**src/rtl/core/rmq_pkg.sv**
```systemverilog
`timescale 1ns / 1ps
`default_nettype none
package rmq_pkg;
  localparam int FracBits = 16;
  localparam int FieldW = 18;
  localparam int ArgW = 21;
  localparam int RadW = ArgW + FracBits;
  localparam int SqW = 19;
  localparam int NumW = 20;
  localparam int DivW = NumW + FracBits;
  localparam int QW = 21;
  localparam int QueueDepth = 4;
  localparam int QueueAw = 2;

  typedef logic signed [FieldW-1:0] field_t;

  typedef enum logic [1:0] {
    PIV_X = 2'd0,
    PIV_Y = 2'd1,
    PIV_Z = 2'd2,
    PIV_W = 2'd3
  } pivot_t;

  typedef struct packed {
    logic                   degen;
    pivot_t                 pivot;
    logic [ArgW-1:0]        arg;
    logic signed [NumW-1:0] n0;
    logic signed [NumW-1:0] n1;
    logic signed [NumW-1:0] n2;
  } job_t;

  function automatic field_t sat18(input logic signed [QW-1:0] v);
    logic signed [QW-1:0] hi;
    logic signed [QW-1:0] lo;
    begin
      hi = QW'(131071);
      lo = -QW'(131072);
      if (v > hi) sat18 = field_t'(131071);
      else if (v < lo) sat18 = field_t'(-131072);
      else sat18 = v[FieldW-1:0];
    end
  endfunction
endpackage
`default_nettype wire

```
**src/rtl/core/rmq_front.sv**
```systemverilog
`timescale 1ns / 1ps
`default_nettype none
module rmq_front import rmq_pkg::*; (
  input  wire logic   clk,
  input  wire logic   rst,
  input  wire logic   take,
  input  wire field_t m00, input wire field_t m01, input wire field_t m02,
  input  wire field_t m10, input wire field_t m11, input wire field_t m12,
  input  wire field_t m20, input wire field_t m21, input wire field_t m22,
  output logic        job_valid,
  output job_t        job
);
  // Classifies the matrix: trace branch or pivot, and forms the sqrt argument
  // plus the three numerators in the order (a, b, c) for the other components.
  localparam logic signed [ArgW-1:0] One = ArgW'(1) <<< FracBits;
  logic signed [ArgW-1:0] d0, d1, d2, tr, a;
  job_t j;

  always_comb begin
    d0 = ArgW'(m00); d1 = ArgW'(m11); d2 = ArgW'(m22);
    tr = d0 + d1 + d2;
    j = '0;
    if (tr > 0) begin
      j.pivot = PIV_W;
      a = tr + One;
      j.n0 = NumW'(m21) - NumW'(m12);
      j.n1 = NumW'(m02) - NumW'(m20);
      j.n2 = NumW'(m10) - NumW'(m01);
    end else if (m00 < m11 ? (m11 < m22) : (m00 < m22)) begin
      j.pivot = PIV_Z;
      a = d2 - d0 - d1 + One;
      j.n0 = NumW'(m10) - NumW'(m01);
      j.n1 = NumW'(m02) + NumW'(m20);
      j.n2 = NumW'(m12) + NumW'(m21);
    end else if (m00 < m11) begin
      j.pivot = PIV_Y;
      a = d1 - d2 - d0 + One;
      j.n0 = NumW'(m02) - NumW'(m20);
      j.n1 = NumW'(m21) + NumW'(m12);
      j.n2 = NumW'(m01) + NumW'(m10);
    end else begin
      j.pivot = PIV_X;
      a = d0 - d1 - d2 + One;
      j.n0 = NumW'(m21) - NumW'(m12);
      j.n1 = NumW'(m10) + NumW'(m01);
      j.n2 = NumW'(m20) + NumW'(m02);
    end
    j.degen = (a <= 0);
    j.arg = j.degen ? ArgW'(1) : a;
  end

  always_ff @(posedge clk) begin
    if (rst) job_valid <= 1'b0;
    else job_valid <= take;
    job <= j;
  end
endmodule
`default_nettype wire

```
**config.mk**
```make
export PLATFORM = sky130hd
export DESIGN_NAME = rmq_front
export DESIGN_NICKNAME = d
export VERILOG_FILES = /design/src/rtl/core/rmq_pkg.sv /design/src/rtl/core/rmq_front.sv
export SDC_FILE = /design/constraint.sdc
export NUM_CORES = 1
export LEC_CHECK = 0
export BUFFER_PORTS_ARGS = -buffer_cell sky130_fd_sc_hd__buf_2
export CORE_ASPECT_RATIO = 0.9
export CORE_UTILIZATION = 54
export DETAILED_ROUTE_END_ITERATION = 8
export PLACE_DENSITY = 0.84
export SYNTH_ARGS = -nofsm -noshare
export SYNTH_HDL_FRONTEND = slang
export SYNTH_SLANG_ARGS = --single-unit
```
**constraint.sdc**
```tcl
create_clock -name clk -period 4.35 [get_ports clk]
set_clock_uncertainty 0.05 [all_clocks]
set_input_delay 0.6525 -clock clk [delete_from_list [all_inputs] [get_ports clk]]
set_output_delay 0.6525 -clock clk [all_outputs]
set_load 0.1 [all_outputs]
```
Yosys cells after proc, flatten, opt, wreduce, memory -nomap -nowiden
Index checks and enable logic that the tools add are counted.
- register bits: 85
- input bits: 165
- output and inout bits: 85
- word-level logic and storage cells: 41
- add/subtract/negate cells: 18
- order comparisons: 5
- mux-type cells: 9
- reductions and logical operators: 1
- operator list (kind ; count):
    60-bit two-way mux ; 3
    18-bit by 18-bit subtractor with 19-bit output ; 6
    20-bit by 18-bit adder with 21-bit output, second input constant ; 4
    18-bit by 18-bit adder with 19-bit output ; 4
    21-bit two-way mux ; 3
    19-bit by 18-bit subtractor with 20-bit output ; 3
    18-bit < comparator ; 3
    21-bit by 1-bit less-or-equal comparator with 1-bit output, second input constant ; 1
    19-bit by 18-bit adder with 20-bit output ; 1
    20-bit by 1-bit > comparator with 1-bit output, second input constant ; 1
    1-bit two-way mux ; 3
    2-bit OR reduction ; 1

Logic depth before layout (Yosys ltp)
- depth in word-level cells: 7
- gate-level depth with buffers: 22
- gate-level depth less buffers: 19

Worst setup path after synthesis
Ideal clock, no wire load.
- path type: input port to flip-flop
- start point: input port m00[2]
- end point: register job[62] (netlist name)
- setup time: 0.136 ns
- arrival time: 4.595 ns
- data required time: 4.164 ns
- slack: -0.431 ns
- stages on the path: 18
- buffers on the path: 2
- path through: inv_1 -> fa_1 -> inv_1 -> ha_1 -> ha_1 -> fa_1 -> a211oi_1 -> o21ai_0 -> a21oi_1 -> o211ai_1 -> a21oi_1 -> nor2b_1 -> a2111oi_0 -> o21ai_0 -> o22ai_1 -> clkbuf_1 -> clkbuf_1 -> o22ai_1
- longest elaborated chain between the ends: 7
- elaborated cells between the ends (all ways): 19
- those cells by class: 11 x add/sub; 4 x order compare; 4 x mux
- ends and longest elaborated chain (element ; RTL line ; RTL):
    from (decl) ; rmq_front.sv:7 ; input wire field_t m00, input wire field_t m01, input wire field_t m02,
    18-bit by 18-bit subtractor with 19-bit output ; rmq_front.sv:43 ; a = d0 - d1 - d2 + One;
    19-bit by 18-bit subtractor with 20-bit output ; rmq_front.sv:43 ;
    20-bit by 18-bit adder with 21-bit output ; rmq_front.sv:43 ;
    21-bit two-way mux ; rmq_front.sv:35 ; end else if (m00 < m11) begin
    21-bit two-way mux ; rmq_front.sv:29 ; end else if (m00 < m11 ? (m11 < m22) : (m00 < m22)) begin
    21-bit two-way mux * ; rmq_front.sv:23 ; if (tr > 0) begin
    21-bit by 1-bit less-or-equal comparator with 1-bit output ; rmq_front.sv:48 ; j.degen = (a <= 0);
    to (signal assigned) ; rmq_front.sv:55 ; job <= j;
    to (decl) ; rmq_front.sv:11 ; output job_t job
Every way passes the cells marked *; elsewhere a longest branch is shown, timed or not.
A chain may end at the register's enable or synchronous reset.

==> out/metrics.cfg <==
[logic_synthesis]
yosys.area.top_type_share_pct=25.06
synth_ff_type=dfxtp_1
netlist-cell-type-count=85
ys_async_sr_fraction_pct=0
yosysMostFrequentCell=ha_1
syn_avg_cell_area_um2=8.078
synth_area_um2=16530
synth.largest_area_cell=ha_1
synth_warnings=0
ys_ff_latch=82
synth-edff-count=0
syn-num-nets=2627
yosys-top-cells-count=ha_1, inv_1, a21oi_1, nor2_1, xnor2_1
yosysSeqAreaShare_pct=9.933
synthCells=2046
ys_top_cells_by_area=ha_1, fa_1, dfxtp_1

[finish]
nets=3161
design_area_um2=21830
drive_gt1_share_pct=29.28
fill_cells=2219
multi_input_area_um2=14380
regArea_um2=1642
area_growth_syn_to_layout_pct=32.09

[critical_path]
worstPathMaxFanout=13
critPathRequiredTime_ns=4.57
slowest_stage=fa_1
path_class=in -> reg
cpPeakStageDelay_ns=0.57
critical_path_arrival_ns=4.61
crit_path_end=job[22]
crit_start=m00[4]
worstSetupEndpointType=flip-flop
worstPathCellList=buf_2, inv_1, fa_1, inv_1, buf_4, ha_2, nor2b_1, o31ai_2, a21boi_4, o211a_4, a31oi_4, buf_4, xor2_1, nor4_4, nand4_1, nand2_4, buf_12, o21ai_0, a211oi_2
startpoint_type=primary input

[cts]
cts_num_sinks=82
numCtsBuffers=9
clk_pin_slew_ns=0.08
cts_tree=built
clock_path_buffers=2
h-tree-depth=3
cts_root_buffer=clkbuf_16

[global_route]
met3_usage_pct=4.378
grt.overflow.total=0
grt_pass1_wl_mm=90.37
grt_usage_pct=36.16
grt_max_degree=29
antenna_found_initial=2
busiest_layer=met2
grtUsageMet1_pct=51.33
grt_pass1_vias=17100
met2_usage_pct=56.80

[routing]
route.detailed.drc=0
drtAntennaViolNets=0
via_per_inst=6.004
wl_per_cell_um=20.23
via_count=17950
wl_mm=60.49
first_iter_violations=2220
firstDrtPassIters=8

[place]
dpl_cell_area_um2=20640
gp_congestion=1.042
port_buffers=249
post-dp-hpwl_mm=48.93

[pwr]
p_leak_nw=10.87
ir_worst_vdd_uv=600.4
p_per_area_nw_per_um2=498.6

[timing]
relSlewSlack_pct=46.72
timing.final.crit_period_ns=4.391
hold_slack_ns=0.3964
layout_setup_ws_ns=-0.04069
finalCritPeriodShare_pct=100.9
tightest_slew_ns=0.7888
max_freq_mhz=227.8
finalHoldViolCount=0
drv_slew=0
setup_viol=4
grt_setup_unrepaired=yes

[outcome]
violations=negative setup slack
status=finished with violations

[min_path]
hold_path_class=in -> reg

[die]
dieArea_um2=31310
core_um2=30030
pin_count=250
floorplan.initialDensity_pct=55.04
fp.dieW_um=186.4
die_y_um=168.0
rows=60

[flow_run]
cap_violations=0

worst min path at each step:
stage | cells past startpoint | from | to
after global placement | 2 | rst | job_valid
after detailed placement | 2 | rst | job_valid
after global routing | 2 | rst | job_valid
after CTS | 2 | rst | job_valid
after floorplan | 1 | rst | job_valid
final | 2 | rst | job_valid
cell type report:
cell class / count / area share (%)
Sequential cell: 82 / 7.519
Tap cell: 403 / 2.310
Inverter: 243 / 4.230
Clock inverter: 7 / 0.3725
Multi-Input combinational cell: 1645 / 65.85
Antenna cell: 2 / 0.02293
Timing Repair Buffer: 599 / 18.66
Clock buffer: 9 / 1.032
logic make-up after synthesis:
kind of cell    count (synthesis)  synth area share [%]
compound gates                565                 22.74
simple gates                  470                 13.85
fa+ha+maj                     416                 35.35
buf+inv                       320                 7.548
xor+xnor                      147                 7.790
flops                          82                 9.933
mux                            45                 2.756
other cells                     1               0.02269
stage by stage:
step                instances  total power [mW]  setup TNS (ns)  setup WS [ns]  utilization [%]
floorplan                2046             6.746         -0.5341       -0.04645                -
global placement         2952             9.155          -24.85        -0.6570            68.73
detailed placement       2952             9.275          -30.35        -0.9392            68.73
CTS                      2978             10.29               0      0.0001035            70.73
global route             2990             11.32          -1.560        -0.1027            72.70
finish                   2990             10.88        -0.07515       -0.04069            72.70
worst max-delay path, delay by kind of cell:
kind                       cells  cell delay, ns
AOI/OAI and AO/OA              6            1.26
and+or+nand+nor                4            1.01
xor gates and xnor gates       1            0.18
adders and majority gates      2            0.76
buffers and inverters          6            0.74
flip-flops by register name, summed over array words and instances, names as in the netlist:
register and flops:
job_valid 1, job 81
power breakdown:
group	total, mW	switching, mW	internal (mW)
Sequential	1.27	0.188	1.08
Combinational	8.81	5.87	2.95
Clock	0.800	0.390	0.410
Total	10.9	6.45	4.44
layer usage:
metal,wire length [um],share of wire (%)
met2,26380,44
met1,26090,43
met4,2095,3.5
met3,5924,9.8
met5,0,0
layout by cell type, fill, tap and decap left out, types with 40 or more instances in the layout:
master	count
a21oi_1	138
buf_2	247
buf_4	330
dfxtp_1	82
fa_1	79
ha_1	313
inv_1	236
nand2_1	100
nor2_1	133
nor2b_1	40
nor3_1	55
o21ai_0	82
xnor2_1	107
repair_timing:
action | 4_1_cts | 5_1_grt
hold endpoints to repair | 0 | 0
hold buffers | 0 | 0
buffers inserted | 8 | 12
pin swaps | 12 | 72
gates cloned | 2 | 1
setup endpoints to repair | 63 | 74
resized for setup | 43 | 102
Power figures use the tool's default switching activity.
